--- src/rtl/bsd_pkg.sv ---
// shared types and constants for the byte stuffed frame deframer
// no dependencies

package bsd_pkg;

    localparam int BYTE_W = 8;
    localparam int POS_W  = 8;

    // framing characters
    localparam logic [BYTE_W-1:0] CH_START = 8'h46; // 'F'
    localparam logic [BYTE_W-1:0] CH_END   = 8'h45; // 'E'
    localparam logic [BYTE_W-1:0] CH_ESC   = 8'h58; // 'X'
    localparam logic [BYTE_W-1:0] CH_ACK   = 8'h61; // 'a'

    // frame geometry
    localparam logic [POS_W-1:0] ACK_HEADER_LEN  = 8'd7;
    localparam logic [POS_W-1:0] DATA_HEADER_LEN = 8'd16;
    localparam logic [POS_W-1:0] FRAME_MAX_LEN   = 8'd128;

    typedef enum logic [2:0] {
        MODE_HUNT    = 3'd0,
        MODE_FIRST   = 3'd1,
        MODE_HEADER  = 3'd2,
        MODE_BODY    = 3'd3,
        MODE_ESCAPED = 3'd4,
        MODE_ACK_END = 3'd5,
        MODE_CUT     = 3'd6
    } mode_t;

    typedef struct packed {
        logic              frame_kind;
        logic [BYTE_W-1:0] data_byte;
        logic [POS_W-1:0]  byte_position;
        logic              end_of_frame;
        logic              truncated;
    } result_t;

endpackage

--- src/rtl/bsd_channels.sv ---
// valid/ready channel interfaces for raw bytes and recovered frame items
// depends on bsd_pkg

interface bsd_byte_if;
    logic                       valid;
    logic                       ready;
    logic [bsd_pkg::BYTE_W-1:0] rx_byte;

    modport source (output valid, output rx_byte, input ready);
    modport sink   (input valid, input rx_byte, output ready);
endinterface

interface bsd_frame_if;
    logic                       valid;
    logic                       ready;
    logic                       frame_kind;
    logic [bsd_pkg::BYTE_W-1:0] data_byte;
    logic [bsd_pkg::POS_W-1:0]  byte_position;
    logic                       end_of_frame;
    logic                       truncated;

    modport source (output valid, output frame_kind, output data_byte,
                    output byte_position, output end_of_frame, output truncated,
                    input ready);
    modport sink   (input valid, input frame_kind, input data_byte,
                    input byte_position, input end_of_frame, input truncated,
                    output ready);
endinterface

--- src/rtl/bsd_parser.sv ---
// framing state machine: hunts, reads headers, unstuffs bodies
// depends on bsd_pkg

module bsd_parser
(
    input  logic                       clk,
    input  logic                       rst_n,
    input  logic                       take,
    input  logic [bsd_pkg::BYTE_W-1:0] rx_byte,
    output logic                       res_valid,
    output bsd_pkg::result_t           res
);

    bsd_pkg::mode_t              mode_reg, mode_next;
    logic [bsd_pkg::POS_W-1:0]   count_reg, count_next;
    logic                        ack_reg, ack_next;

    logic [bsd_pkg::POS_W-1:0]   count_base;
    logic [bsd_pkg::POS_W-1:0]   count_inc;
    logic                        ack_cur;
    bsd_pkg::mode_t              emit_mode;

    // a new frame restarts the count and picks its kind from the first byte
    assign count_base = (mode_reg == bsd_pkg::MODE_FIRST) ? '0 : count_reg;
    assign ack_cur    = (mode_reg == bsd_pkg::MODE_FIRST) ?
                        (rx_byte == bsd_pkg::CH_ACK) : ack_reg;
    assign count_inc  = count_base + bsd_pkg::POS_W'(1);

    // mode after a byte is emitted; length limit wins over header end
    always_comb
    begin
        if (count_inc >= bsd_pkg::FRAME_MAX_LEN)
            emit_mode = bsd_pkg::MODE_CUT;
        else if (ack_cur)
            emit_mode = (count_inc >= bsd_pkg::ACK_HEADER_LEN) ?
                        bsd_pkg::MODE_ACK_END : bsd_pkg::MODE_HEADER;
        else
            emit_mode = (count_inc >= bsd_pkg::DATA_HEADER_LEN) ?
                        bsd_pkg::MODE_BODY : bsd_pkg::MODE_HEADER;
    end

    // next state
    always_comb
    begin
        mode_next  = mode_reg;
        count_next = count_reg;
        ack_next   = ack_reg;
        if (take)
        begin
            unique case (mode_reg)
                bsd_pkg::MODE_FIRST,
                bsd_pkg::MODE_HEADER,
                bsd_pkg::MODE_ESCAPED:
                begin
                    mode_next  = emit_mode;
                    count_next = count_inc;
                    ack_next   = ack_cur;
                end
                bsd_pkg::MODE_BODY:
                begin
                    if (rx_byte == bsd_pkg::CH_END)
                    begin
                        mode_next  = bsd_pkg::MODE_HUNT;
                        count_next = '0;
                        ack_next   = 1'b0;
                    end
                    else if (rx_byte == bsd_pkg::CH_ESC)
                        mode_next = bsd_pkg::MODE_ESCAPED;
                    else
                    begin
                        mode_next  = emit_mode;
                        count_next = count_inc;
                    end
                end
                bsd_pkg::MODE_ACK_END,
                bsd_pkg::MODE_CUT:
                begin
                    mode_next  = bsd_pkg::MODE_HUNT;
                    count_next = '0;
                    ack_next   = 1'b0;
                end
                default:
                begin
                    // hunting, and the unused code behaves the same
                    if (rx_byte == bsd_pkg::CH_START)
                    begin
                        mode_next  = bsd_pkg::MODE_FIRST;
                        count_next = '0;
                        ack_next   = 1'b0;
                    end
                    else
                        mode_next = bsd_pkg::MODE_HUNT;
                end
            endcase
        end
    end

    // result for the item being taken
    always_comb
    begin
        res_valid         = 1'b0;
        res.frame_kind    = ack_cur;
        res.data_byte     = rx_byte;
        res.byte_position = count_base;
        res.end_of_frame  = 1'b0;
        res.truncated     = 1'b0;
        unique case (mode_reg)
            bsd_pkg::MODE_FIRST,
            bsd_pkg::MODE_HEADER,
            bsd_pkg::MODE_ESCAPED:
                res_valid = take;
            bsd_pkg::MODE_BODY:
            begin
                if (rx_byte == bsd_pkg::CH_END)
                begin
                    res_valid        = take;
                    res.data_byte    = '0;
                    res.end_of_frame = 1'b1;
                end
                else
                    res_valid = take && (rx_byte != bsd_pkg::CH_ESC);
            end
            bsd_pkg::MODE_ACK_END,
            bsd_pkg::MODE_CUT:
            begin
                res_valid        = take;
                res.data_byte    = '0;
                res.end_of_frame = 1'b1;
                res.truncated    = (mode_reg == bsd_pkg::MODE_CUT);
            end
            default:
                res_valid = 1'b0;
        endcase
    end

    always_ff @(posedge clk or negedge rst_n)
    begin
        if (!rst_n)
        begin
            mode_reg  <= bsd_pkg::MODE_HUNT;
            count_reg <= '0;
            ack_reg   <= 1'b0;
        end
        else
        begin
            mode_reg  <= mode_next;
            count_reg <= count_next;
            ack_reg   <= ack_next;
        end
    end

endmodule

--- src/rtl/bsd_out_reg.sv ---
// result register driving the frame channel
// depends on bsd_pkg and bsd_channels

module bsd_out_reg
(
    input  logic                clk,
    input  logic                rst_n,
    input  logic                take,
    input  logic                res_valid,
    input  bsd_pkg::result_t    res,
    output logic                can_load,
    bsd_frame_if.source         frame_chan
);

    logic             valid_reg, valid_next;
    bsd_pkg::result_t data_reg;

    assign can_load = !valid_reg || frame_chan.ready;

    always_comb
    begin
        valid_next = valid_reg;
        if (can_load)
            valid_next = take && res_valid;
    end

    always_ff @(posedge clk or negedge rst_n)
    begin
        if (!rst_n)
            valid_reg <= 1'b0;
        else
            valid_reg <= valid_next;
    end

    always_ff @(posedge clk)
    begin
        if (can_load && take && res_valid)
            data_reg <= res;
    end

    assign frame_chan.valid         = valid_reg;
    assign frame_chan.frame_kind    = data_reg.frame_kind;
    assign frame_chan.data_byte     = data_reg.data_byte;
    assign frame_chan.byte_position = data_reg.byte_position;
    assign frame_chan.end_of_frame  = data_reg.end_of_frame;
    assign frame_chan.truncated     = data_reg.truncated;

endmodule

--- src/rtl/byte_stuffed_frame_deframer.sv ---
// top level of the byte stuffed frame deframer
// depends on bsd_pkg, bsd_channels, bsd_parser and bsd_out_reg

// Recovers frames from a byte-stuffed channel stream, one raw byte per item on
// rx_chan. While hunting, bytes other than 'F' are dropped; 'F' opens a frame.
// A first header byte of 'a' marks an ack frame whose fixed header passes raw
// and whose following byte is dropped as the end mark; any other first byte
// starts a data frame whose longer header passes raw, after which the body is
// unstuffed ('X' makes the next byte literal, 'E' closes the frame). Each frame
// byte leaves on frame_chan with its position, and every frame ends with one
// end item carrying the frame length in byte_position and data_byte zero; a
// frame that reaches the maximum length is cut, its next byte is dropped and
// its end item has truncated set. Header lengths and the length limit are
// package constants. Rate: one item per clock while frame_chan is ready; each
// byte passes through the state logic into one output register, so results
// appear in the cycle after the byte is accepted. rx_chan.ready is high whenever
// that output register is empty or being read in the same cycle, so a stalled
// frame_chan stalls the input with no loss.

module byte_stuffed_frame_deframer
(
    input  logic        clk,
    input  logic        rst_n,
    bsd_byte_if.sink    rx_chan,
    bsd_frame_if.source frame_chan
);

    logic             take;
    logic             can_load;
    logic             res_valid;
    bsd_pkg::result_t res;

    // accept when the output register has room for a possible result
    assign rx_chan.ready = can_load;
    assign take          = rx_chan.valid && can_load;

    bsd_parser u_parser
    (
        .clk       (clk),
        .rst_n     (rst_n),
        .take      (take),
        .rx_byte   (rx_chan.rx_byte),
        .res_valid (res_valid),
        .res       (res)
    );

    bsd_out_reg u_out_reg
    (
        .clk        (clk),
        .rst_n      (rst_n),
        .take       (take),
        .res_valid  (res_valid),
        .res        (res),
        .can_load   (can_load),
        .frame_chan (frame_chan)
    );

endmodule
--- src/flat_wrapper.sv ---
// flat-port wrapper written by rule: the top's interface ports become plain ports
module byte_stuffed_frame_deframer_flat 
  (clk, rst_n, rx_chan_valid, rx_chan_rx_byte, rx_chan_ready, frame_chan_valid, frame_chan_frame_kind, frame_chan_data_byte, frame_chan_byte_position, frame_chan_end_of_frame, frame_chan_truncated, frame_chan_ready);
  bsd_byte_if rx_chan_i ();
  bsd_frame_if frame_chan_i ();
  input  logic clk;
  input  logic rst_n;
  input wire logic [$bits(rx_chan_i.valid)-1:0] rx_chan_valid;
  input wire logic [$bits(rx_chan_i.rx_byte)-1:0] rx_chan_rx_byte;
  output wire logic [$bits(rx_chan_i.ready)-1:0] rx_chan_ready;
  output wire logic [$bits(frame_chan_i.valid)-1:0] frame_chan_valid;
  output wire logic [$bits(frame_chan_i.frame_kind)-1:0] frame_chan_frame_kind;
  output wire logic [$bits(frame_chan_i.data_byte)-1:0] frame_chan_data_byte;
  output wire logic [$bits(frame_chan_i.byte_position)-1:0] frame_chan_byte_position;
  output wire logic [$bits(frame_chan_i.end_of_frame)-1:0] frame_chan_end_of_frame;
  output wire logic [$bits(frame_chan_i.truncated)-1:0] frame_chan_truncated;
  input wire logic [$bits(frame_chan_i.ready)-1:0] frame_chan_ready;
  assign rx_chan_i.valid = rx_chan_valid;
  assign rx_chan_i.rx_byte = rx_chan_rx_byte;
  assign rx_chan_ready = rx_chan_i.ready;
  assign frame_chan_valid = frame_chan_i.valid;
  assign frame_chan_frame_kind = frame_chan_i.frame_kind;
  assign frame_chan_data_byte = frame_chan_i.data_byte;
  assign frame_chan_byte_position = frame_chan_i.byte_position;
  assign frame_chan_end_of_frame = frame_chan_i.end_of_frame;
  assign frame_chan_truncated = frame_chan_i.truncated;
  assign frame_chan_i.ready = frame_chan_ready;
  byte_stuffed_frame_deframer u_core (.clk(clk), .rst_n(rst_n), .rx_chan(rx_chan_i), .frame_chan(frame_chan_i));
endmodule
--- config.mk ---
export PLATFORM = sky130hd
export DESIGN_NAME = byte_stuffed_frame_deframer_flat
export DESIGN_NICKNAME = d
export VERILOG_FILES = /design/src/rtl/bsd_pkg.sv /design/src/rtl/bsd_channels.sv /design/src/rtl/bsd_parser.sv /design/src/rtl/bsd_out_reg.sv /design/src/rtl/byte_stuffed_frame_deframer.sv /design/src/flat_wrapper.sv
export SDC_FILE = /design/constraint.sdc
export NUM_CORES = 1
export LEC_CHECK = 0
export ABC_AREA = 1
export BUFFER_PORTS_ARGS = -buffer_cell sky130_fd_sc_hd__buf_2
export CAP_MARGIN = 40
export CORE_ASPECT_RATIO = 0.75
export CORE_MARGIN = 2
export CORE_UTILIZATION = 49
export DETAILED_ROUTE_END_ITERATION = 8
export PLACE_DENSITY = 0.78
export SLEW_MARGIN = 20
export SYNTH_ARGS = -nofsm -noshare
export SYNTH_HDL_FRONTEND = slang
export SYNTH_HIERARCHICAL = 1
export SYNTH_SLANG_ARGS = --single-unit
--- constraint.sdc ---
create_clock -name clk -period 2.2 [get_ports clk]
set_input_delay 0.44 -clock clk [delete_from_list [all_inputs] [get_ports clk]]
set_output_delay 0.44 -clock clk [all_outputs]
set_load 0.02 [all_outputs]
==> key figures, run 1 <==
STA
  • Final hold vios: 0
  • Tcrit/Tclk final: 90.4%
  • Min Tclk post-route: 1.99 ns
  • Final setup violation count: 0
  • Slew headroom: 74.4%
  • FMAX: 503 MHz
  • Slew at the pin with the worst max-slew slack: 0.384 ns
  • Fin Hold WS: 0.0281 ns
  • Worst setup margin: 0.210 ns
  • Max Transition Viols Final: 0
  • Max Clock Skew: 0.00413 ns

Hold path
  • Worst min path class: input pin to async pin

Global route
  • Top Usage Layer GRT: met1
  • Maximum number of pins on one net before global-route repair: 20
  • Total GRT Usage: 19.4%
  • Met2 usage: 25.3%
  • Total grt overflow: 0
  • Met3 Usage GRT: 4.93%
  • Vias in the first global route: 1,282
  • Met1 Usage GRT: 29.0%
  • First-pass GRT wire length: 5760 µm
  • Initial antenna violation count: 0

Detailed routing
  • Final ANT Viol Nets: 0
  • Drt total wl: 3480 µm
  • DR iter-0 viols: 103
  • WL per Instance: 12.0 µm
  • Drt pass-1 iters: 4
  • Via count: 1,454
  • # DRC: 0
  • Average vias per placed instance: 5.03

Placed design
  • Gpl congestion: 0.960
  • Placed inst area: 1980 µm²
  • Port bufs: 32
  • Place WS: 0.0797 ns
  • DP Wirelength: 2710 µm

Setup path
  • Worst endpoint data arrival time: 2.16 ns
  • Worst reg2reg path depth: 16
  • Reg2reg start: u_core/u_parser/mode_reg[1]
  • Crit path kind: flip-flop to flip-flop
  • R2r setup slk: 0.21 ns
  • CP Capture Type: flip-flop
  • Crit Path Max Fanout: 4
  • Data required, critical path: 2.37 ns
  • CP Launch Type: flip-flop
  • RR Endpoint: u_core/u_parser/mode_reg[1]

Flow run
  • Max-cap viol count: 0

Logic synthesis
  • Post-synth ARST share: 40.6%
  • Post-synth EDFFs: 19
  • Mean post-synth cell area: 8.42 µm²
  • Synth cell types: 26
  • Net count after synthesis: 224
  • Mapped Cells: 206
  • Synth warn: 6
  • Top cell type by total area after synthesis: edfxtp_1
  • Netlist Area Pre-Place: 1740 µm²
  • Top cells by area, synth: edfxtp_1 (33%), dfrtp_1 (19%), nand2_1 (14%)
  • Seq cells post-synth: 32
  • Synth Flop Type: edfxtp_1
  • Seq/Total Area, Yosys: 51.6%
  • Synth top area share: 32.9%

Die
  • Initial Util: 52.1%
  • I/O pin cnt: 33
  • Die Area: 4040 µm²
  • Die Span X: 72.7 µm
  • Core area: 3330 µm²
  • Die Height: 55.5 µm
  • Row cnt: 18

Power
  • PD cells: 763 nW/µm²
  • Leak pwr: 1.02 nW
  • Max VDD drop: 0.000483 V

Cells and area
  • Storage cell area: 896 µm²
  • Area Overhead vs Synth: 21.0%
  • Most common cell after layout, fill and taps aside: nand2_1
  • Multi-input logic area: 712 µm²
  • Fraction of layout cells with a size suffix above 1: 26.5%
  • Commonest cells after routing, fill and taps aside: nand2_1 (64), buf_2 (32), inv_1 (31)
  • ANT cells: 0
  • Final net count: 266
  • Fillers: 304
  • Final instance area: 2100 µm²

CTS
  • Cts hold-fix bufs: 0
  • Reg clk slew, reported paths: 0.07 ns
  • Level count of the clock H-tree: 2
  • Root Driver: clkbuf_8
  • Clock latency on the worst-skew pair: 0.29 ns
  • Num CTS Buffers: 5
  • # clock sinks: 32
  • CTS tree: yes
  • CTS Buffer Depth: 2

Outcome
  • Status: finished clean
-- Yosys cell counts, types with 3 or more instances --
cell type,n
nand3_2,3
edfxtp_1,19
nand2_1,64
a21oi_1,3
nor2_1,26
inv_1,31
nand4_1,4
o31ai_1,3
nor2_2,5
nand3_1,9
o21ai_2,3
ha_1,6
dfrtp_1,13
-- metal layers --
metal | routed length [µm] | part of all wire [%] | vias to the layer above
li1 | - | - | 739
met1 | 1670 | 48 | 647
met2 | 1390 | 40 | 60
met3 | 349 | 10 | 8
met4 | 78 | 2.2 | 0
met5 | 0 | 0 | -
-- critical path: stages, from the launching register on --
cell and delay (ns):
dfrtp_1 0.40, inv_1 0.10, ha_2 0.23, inv_1 0.06, nor2_2 0.11, nor2_2 0.06, ha_2 0.20, nand3_1 0.08
nand2_1 0.05, inv_1 0.06, nand2_1 0.05, nand2_1 0.07, nand2_1 0.06, nand3_1 0.10, nand3_1 0.07, nand2_1 0.09
o21ai_1 0.07
-- worst max path at each step --
stage	startpoint	endpoint	slack (ns)	depth (start not counted)
after global placement	u_core/u_parser/mode_reg[1]	u_core/u_parser/mode_reg[0]	0.19	15
after detailed placement	u_core/u_parser/mode_reg[1]	u_core/u_parser/mode_reg[0]	0.08	15
after floorplan	u_core/u_out_reg/frame_chan.valid	u_core/u_out_reg/frame_chan.byte_position[0]	0.12	7
final	u_core/u_parser/mode_reg[1]	u_core/u_parser/mode_reg[1]	0.21	16
after CTS	u_core/u_parser/mode_reg[1]	u_core/u_parser/mode_reg[0]	0.07	15
after global routing	u_core/u_parser/mode_reg[1]	u_core/u_parser/mode_reg[0]	-0.006	15
-- kinds of logic after synthesis --
kind of cell	count (synthesis)	synth area share [%]
simple gates	118	30.3
buf+inv	35	8.00
flops	32	51.6
fa+ha+maj	6	4.33
compound gates	14	5.26
xor+xnor	1	0.505
-- cell type report --
class | count | share of cell area (%)
Sequential cell | 32 | 42.7
Clock buffer | 6 | 3.46
Inverter | 33 | 5.90
Timing Repair Buffer | 37 | 10.0
Tap cell | 40 | 2.38
Multi-Input combinational cell | 139 | 33.9
Clock inverter | 2 | 1.67
-- timing repair --
item                                    CTS  global route
endpoints found under the setup margin    0             3
resized for setup                         0             3
buffers inserted                          0             1
-- report_power, final --
part	internal, W	switching, W
Sequential	0.000703	0.0000273
Clock	0.000336	0.000209
Combinational	0.000112	0.000215
Total	0.00115	0.000451
-- through the flow --
stage                     power (W)  setup TNS, ns  std cells  util, %
after floorplan            0.000965              0        206        -
after global placement      0.00106              0        280     59.3
after detailed placement    0.00106              0        280     59.3
after CTS                   0.00161              0        288     62.5
after global routing        0.00169       -0.00633        289     63.0
final                       0.00160              0        289     63.0
Note: power is estimated with default switching activity, not from simulation.
==> run 2: changes to the inputs <==
--- a/config.mk
+++ b/config.mk
@@ -10,9 +10,9 @@
 export CAP_MARGIN = 40
 export CORE_ASPECT_RATIO = 0.75
 export CORE_MARGIN = 2
-export CORE_UTILIZATION = 49
+export CORE_UTILIZATION = 25
 export DETAILED_ROUTE_END_ITERATION = 8
-export PLACE_DENSITY = 0.78
+export PLACE_DENSITY = 0.47
 export SLEW_MARGIN = 20
 export SYNTH_ARGS = -nofsm -noshare
 export SYNTH_HDL_FRONTEND = slang
==> run 2 against run 1 <==
  * Hold slack better by 0.012 ns
  * Die area is 89% higher
  * Via count is 0.69% lower
  * Total power is 2.8% higher
  * Clock-buffer cell count stayed put
==> key figures, run 2 (synthesis results as in run 1) <==
STA
  • FMAX: 490 MHz
  • Tcrit/Tclk final: 92.8%
  • Worst setup margin: 0.159 ns
  • Final setup violation count: 0
  • Min Tclk post-route: 2.04 ns
  • Fin Hold WS: 0.0404 ns
  • Slew at the pin with the worst max-slew slack: 0.431 ns
  • Max Clock Skew: 0.00614 ns
  • Max Transition Viols Final: 0
  • Final hold vios: 0
  • Slew headroom: 71.2%

Detailed routing
  • Via count: 1,444
  • Average vias per placed instance: 4.30
  • Drt pass-1 iters: 4
  • # DRC: 0
  • Drt total wl: 4030 µm
  • WL per Instance: 12.0 µm
  • DR iter-0 viols: 53
  • Final ANT Viol Nets: 0

Die
  • Row cnt: 26
  • Die Area: 7630 µm²
  • Core area: 6770 µm²
  • I/O pin cnt: 33
  • Die Span X: 100 µm
  • Initial Util: 25.6%
  • Die Height: 76.2 µm

Global route
  • Met2 usage: 16.8%
  • Met3 Usage GRT: 2.48%
  • Total GRT Usage: 11.4%
  • First-pass GRT wire length: 6690 µm
  • Maximum number of pins on one net before global-route repair: 20
  • Total grt overflow: 0
  • Met1 Usage GRT: 15.8%
  • Initial antenna violation count: 0
  • Top Usage Layer GRT: met2
  • Vias in the first global route: 1,378

Cells and area
  • Final net count: 269
  • Storage cell area: 896 µm²
  • Fraction of layout cells with a size suffix above 1: 27.8%
  • Area Overhead vs Synth: 26.5%
  • Commonest cells after routing, fill and taps aside: nand2_1 (64), buf_2 (32), inv_1 (31)
  • Fillers: 734
  • Multi-input logic area: 729 µm²
  • ANT cells: 0
  • Most common cell after layout, fill and taps aside: nand2_1

Outcome
  • Status: finished clean

CTS
  • Clock latency on the worst-skew pair: 0.29 ns
  • Reg clk slew, reported paths: 0.07 ns
  • Num CTS Buffers: 5
  • Root Driver: clkbuf_8
  • # clock sinks: 32
  • Level count of the clock H-tree: 2
  • CTS Buffer Depth: 2
  • CTS tree: yes

Setup path
  • Crit Path Max Fanout: 4
  • CP Launch Type: flip-flop
  • Worst endpoint data arrival time: 2.22 ns
  • CP Capture Type: flip-flop
  • Data required, critical path: 2.38 ns
  • Crit path kind: flip-flop to flip-flop

Power
  • Leak pwr: 1.04 nW
  • Power consumption: 0.00165 W
  • Max VDD drop: 0.000232 V
  • PD cells: 750 nW/µm²

Placed design
  • Gpl congestion: 0.795
  • Port bufs: 32
  • DP Wirelength: 3100 µm
  • Place WS: 0.0773 ns

Flow run
  • Max-cap viol count: 0

Hold path
  • Worst min path class: input pin to async pin
run 2: changes by cell type in the layout (fill, tap and decap cells not counted):
cell	before	now
xor2_2	0	1
ha_4	0	1
xor2_1	1	0
ha_2	2	1
buf_4	4	7
run 2: per-stage QoR:
| stage | setup TNS (ns) | std cells | util, % | instance area [µm²] |
|---|---|---|---|---|
| floorplan | 0 | 206 | - | 1740 |
| global placement | 0 | 326 | 30.3 | 2050 |
| detailed placement | 0 | 326 | 30.3 | 2050 |
| CTS | 0 | 334 | 31.8 | 2150 |
| global route | -0.0580 | 336 | 32.4 | 2190 |
| finish | 0 | 336 | 32.4 | 2190 |
run 2: area by class of cell:
class / count / share of cell area [%]
sequential: 32 / 40.8
multi-input combinational: 139 / 33.2
timing repair buffer: 40 / 10.6
inverter: 33 / 5.64
tap: 84 / 4.79
clock buffer: 6 / 3.31
clock inverter: 2 / 1.60
run 2: worst max-delay path, stage by stage (launching register included):
cell and delay, ns:
dfrtp_1 0.37, inv_1 0.10, ha_4 0.19, inv_1 0.07
nor2_2 0.05, nor2_2 0.17, ha_2 0.23, nand4_1 0.14
nor2_1 0.13, nand2_1 0.05, nand2_1 0.10, nand3_1 0.11
nand2_1 0.07, nand2_1 0.04, nand2_1 0.06, nand2_1 0.05
run 2: timing repair:
| action | CTS | global route |
|---|---|---|
| hold buffers | 0 | 0 |
| endpoints found under the setup margin | 0 | 3 |
| endpoints found under the hold margin | 0 | 0 |
| setup buffers | 0 | 2 |
| resized for setup | 0 | 5 |
run 2: final timing paths:
check | slack, ns | from | cells after the start | to
max in group asynchronous | 1.91 | rst_n | 1 | u_core/u_parser/mode_reg[0]
min in group clk | 0.47 | frame_chan_ready | 4 | u_core/u_out_reg/frame_chan.valid
max | 0.16 | u_core/u_parser/mode_reg[1] | 15 | u_core/u_parser/mode_reg[0]
min | 0.04 | rst_n | 1 | u_core/u_parser/count_reg[4]
min reg2reg | 0.48 | u_core/u_parser/count_reg[7] | 2 | u_core/u_parser/count_reg[7]
max reg2reg | 0.16 | u_core/u_parser/mode_reg[1] | 15 | u_core/u_parser/mode_reg[0]
run 2: layer usage:
metal | part of all wire (%) | vias to the layer above
li1 | - | 738
met1 | 51 | 666
met2 | 42 | 35
met3 | 4.9 | 5
met4 | 1.6 | 0
met5 | 0 | -
run 2: power breakdown:
group | switching (W) | internal, W
Sequential | 0.0000298 | 0.000702
Clock | 0.000224 | 0.000336
Combinational | 0.000227 | 0.000128
Total | 0.000480 | 0.00117
==> run 3: changes to the inputs <==
--- a/config.mk
+++ b/config.mk
@@ -9,7 +9,6 @@
 export BUFFER_PORTS_ARGS = -buffer_cell sky130_fd_sc_hd__buf_2
 export CAP_MARGIN = 40
 export CORE_ASPECT_RATIO = 0.75
-export CORE_MARGIN = 2
 export CORE_UTILIZATION = 25
 export DETAILED_ROUTE_END_ITERATION = 8
 export PLACE_DENSITY = 0.47
==> run 3 against run 2 <==
  * The run now ends with design-rule violations left
  * Sequential share of layout area is 0.50 points higher
  * Register-to-register slack better by 0.04 ns
  * Non-clock buffer count is 3 lower
==> key figures, run 3 (synthesis results as in run 1) <==
Detailed routing
  • # DRC: 3
  • Average vias per placed instance: 4.28
  • Final ANT Viol Nets: 0
  • DR iter-0 viols: 92
  • Via count: 1,414
  • WL per Instance: 11.8 µm
  • Drt total wl: 3900 µm
  • Drt pass-1 iters: 8

CTS
  • CTS Buffer Depth: 2
  • Level count of the clock H-tree: 2
  • Num CTS Buffers: 5
  • CTS tree: yes
  • Cts hold-fix bufs: 0
  • Reg clk slew, reported paths: 0.07 ns
  • Root Driver: clkbuf_8
  • Clock latency on the worst-skew pair: 0.28 ns
  • # clock sinks: 32

Cells and area
  • Commonest cells after routing, fill and taps aside: nand2_1 (62), buf_2 (32), inv_1 (30)
  • Fillers: 689
  • Multi-input logic area: 727 µm²
  • Storage cell area: 897 µm²
  • Fraction of layout cells with a size suffix above 1: 28.5%
  • ANT cells: 0
  • Most common cell after layout, fill and taps aside: nand2_1
  • Final net count: 266
  • Area Overhead vs Synth: 25.1%

Setup path
  • Crit Path Max Fanout: 4
  • CP Launch Type: flip-flop
  • Top cell by count, worst path: nand2_1
  • CP Capture Type: flip-flop
  • Worst endpoint data arrival time: 2.17 ns
  • CP peak stage delay: 0.44 ns
  • Crit-path cells: ha_4, inv_1, nor2_2, nor2_2, ha_2, nand4_1, nand2_1, nand2_2, nor2_2, nand3_1, nand2_1, nand2_1, nand2_1, nand2_1
  • Slowest-stage cell, CP: dfrtp_2
  • Data required, critical path: 2.37 ns
  • Delay-heaviest family, CP: simple AND/OR/NAND/NOR gates
  • Worst Path Buf+Inv: 1
  • Crit path kind: flip-flop to flip-flop

STA
  • Setup TNS: 0 ns
  • FMAX: 499 MHz
  • Slew headroom: 72.5%
  • Final setup violation count: 0
  • Tcrit/Tclk final: 91.1%
  • RSZ-0062 raised after global routing: no
  • Final hold vios: 0
  • Slew at the pin with the worst max-slew slack: 0.412 ns
  • Max Clock Skew: 0.00538 ns
  • Max Transition Viols Final: 0
  • Min Tclk post-route: 2.00 ns

Placed design
  • Port bufs: 32
  • DP Wirelength: 3020 µm
  • Gpl congestion: 0.779

Power
  • Part of the power in combinational logic: 21.0%
  • PD cells: 753 nW/µm²
  • Internal power: 0.00116 W
  • Sw power: 0.000477 W
  • Leak pwr: 1.02 nW
  • Max VDD drop: 0.000302 V
  • Sequential Power Share: 44.8%
  • Sw frac: 29.2%
  • Power consumption: 0.00164 W
  • Clk pwr share: 34.2%

Global route
  • Total grt overflow: 0
  • First-pass GRT wire length: 6410 µm
  • Vias in the first global route: 1,320
  • Initial antenna violation count: 0
  • Total GRT Usage: 11.8%
  • Maximum number of pins on one net before global-route repair: 20

Die
  • Die Area: 7280 µm²
  • Core area: 6510 µm²
  • Die Height: 74.2 µm
  • I/O pin cnt: 33
  • Row cnt: 25
  • Initial Util: 26.7%
  • Die Span X: 98.2 µm

Outcome
  • Status: complete, but fails checks
  • Failing checks: design-rule violations

Flow run
  • Max-cap viol count: 0

Hold path
  • Worst min path class: input pin to async pin
## run 3: repair_timing
item / CTS / global route
resized for setup: 0 / 8
endpoints found under the setup margin: 0 / 3
buffers inserted: 0 / 0
## run 3: metal layers
layer / up-vias / GRT usage (%) / part of all wire (%)
met3: 5 / 3.57 / 5.9
met1: 637 / 15.9 / 52
li1: 737 / - / -
met4: 0 / 5.47 / 1.4
met2: 35 / 17.7 / 41
met5: - / 0 / 0
## run 3: power by group through the flow
stage	registers [W]	logic, W	clock network, W
3_5_place_dp	0.000741	0.000343	0
3_3_place_gp	0.000742	0.000344	0
2_1_floorplan	0.000781	0.000184	0
5_1_grt	0.000738	0.000389	0.000612
4_1_cts	0.000730	0.000342	0.000584
6_report	0.000732	0.000343	0.000560
## run 3: final timing paths
| kind | to | cells after the start | from | slack (ns) |
|---|---|---|---|---|
| min reg2reg | u_core/u_parser/count_reg[5] | 2 | u_core/u_parser/count_reg[5] | 0.48 |
| max | u_core/u_parser/mode_reg[0] | 14 | u_core/u_parser/mode_reg[0] | 0.20 |
| max reg2reg | u_core/u_parser/mode_reg[0] | 14 | u_core/u_parser/mode_reg[0] | 0.20 |
| min | u_core/u_parser/count_reg[5] | 1 | rst_n | 0.04 |
| max in group asynchronous | u_core/u_parser/mode_reg[0] | 1 | rst_n | 1.89 |
| min in group clk | u_core/u_out_reg/frame_chan.valid | 4 | frame_chan_ready | 0.46 |
## run 3: area by class of cell
type                            instances  share of cell area [%]
Clock buffer                            5                    3.17
Clock inverter                          3                    1.96
Inverter                               33                    5.71
Multi-Input combinational cell        139                    33.5
Sequential cell                        32                    41.3
Tap cell                               81                    4.67
Timing Repair Buffer                   37                    9.68
## run 3: worst reg2reg max path, cell delays in order (launching register included)
cell	delay (ns)
dfrtp_2	0.44
ha_4	0.19
inv_1	0.06
nor2_2	0.04
nor2_2	0.17
ha_2	0.24
nand4_1	0.13
nand2_1	0.12
nand2_2	0.07
nor2_2	0.11
nand3_1	0.11
nand2_1	0.07
nand2_1	0.04
nand2_1	0.06
nand2_1	0.05
## run 3: per-stage QoR
| step | std cells | cell area (µm²) | utilization, % | hold slack (ns) | worst slack [ns] |
|---|---|---|---|---|---|
| floorplan | 206 | 1740 | - | 0.144 | 0.123 |
| finish | 330 | 2170 | 33.4 | 0.0395 | 0.196 |
| global placement | 322 | 2040 | 31.3 | 0.361 | 0.134 |
| detailed placement | 322 | 2040 | 31.3 | 0.361 | 0.0495 |
| CTS | 330 | 2150 | 33.0 | 0.0433 | 0.0338 |
| global route | 330 | 2170 | 33.4 | 0.0555 | 0.0112 |
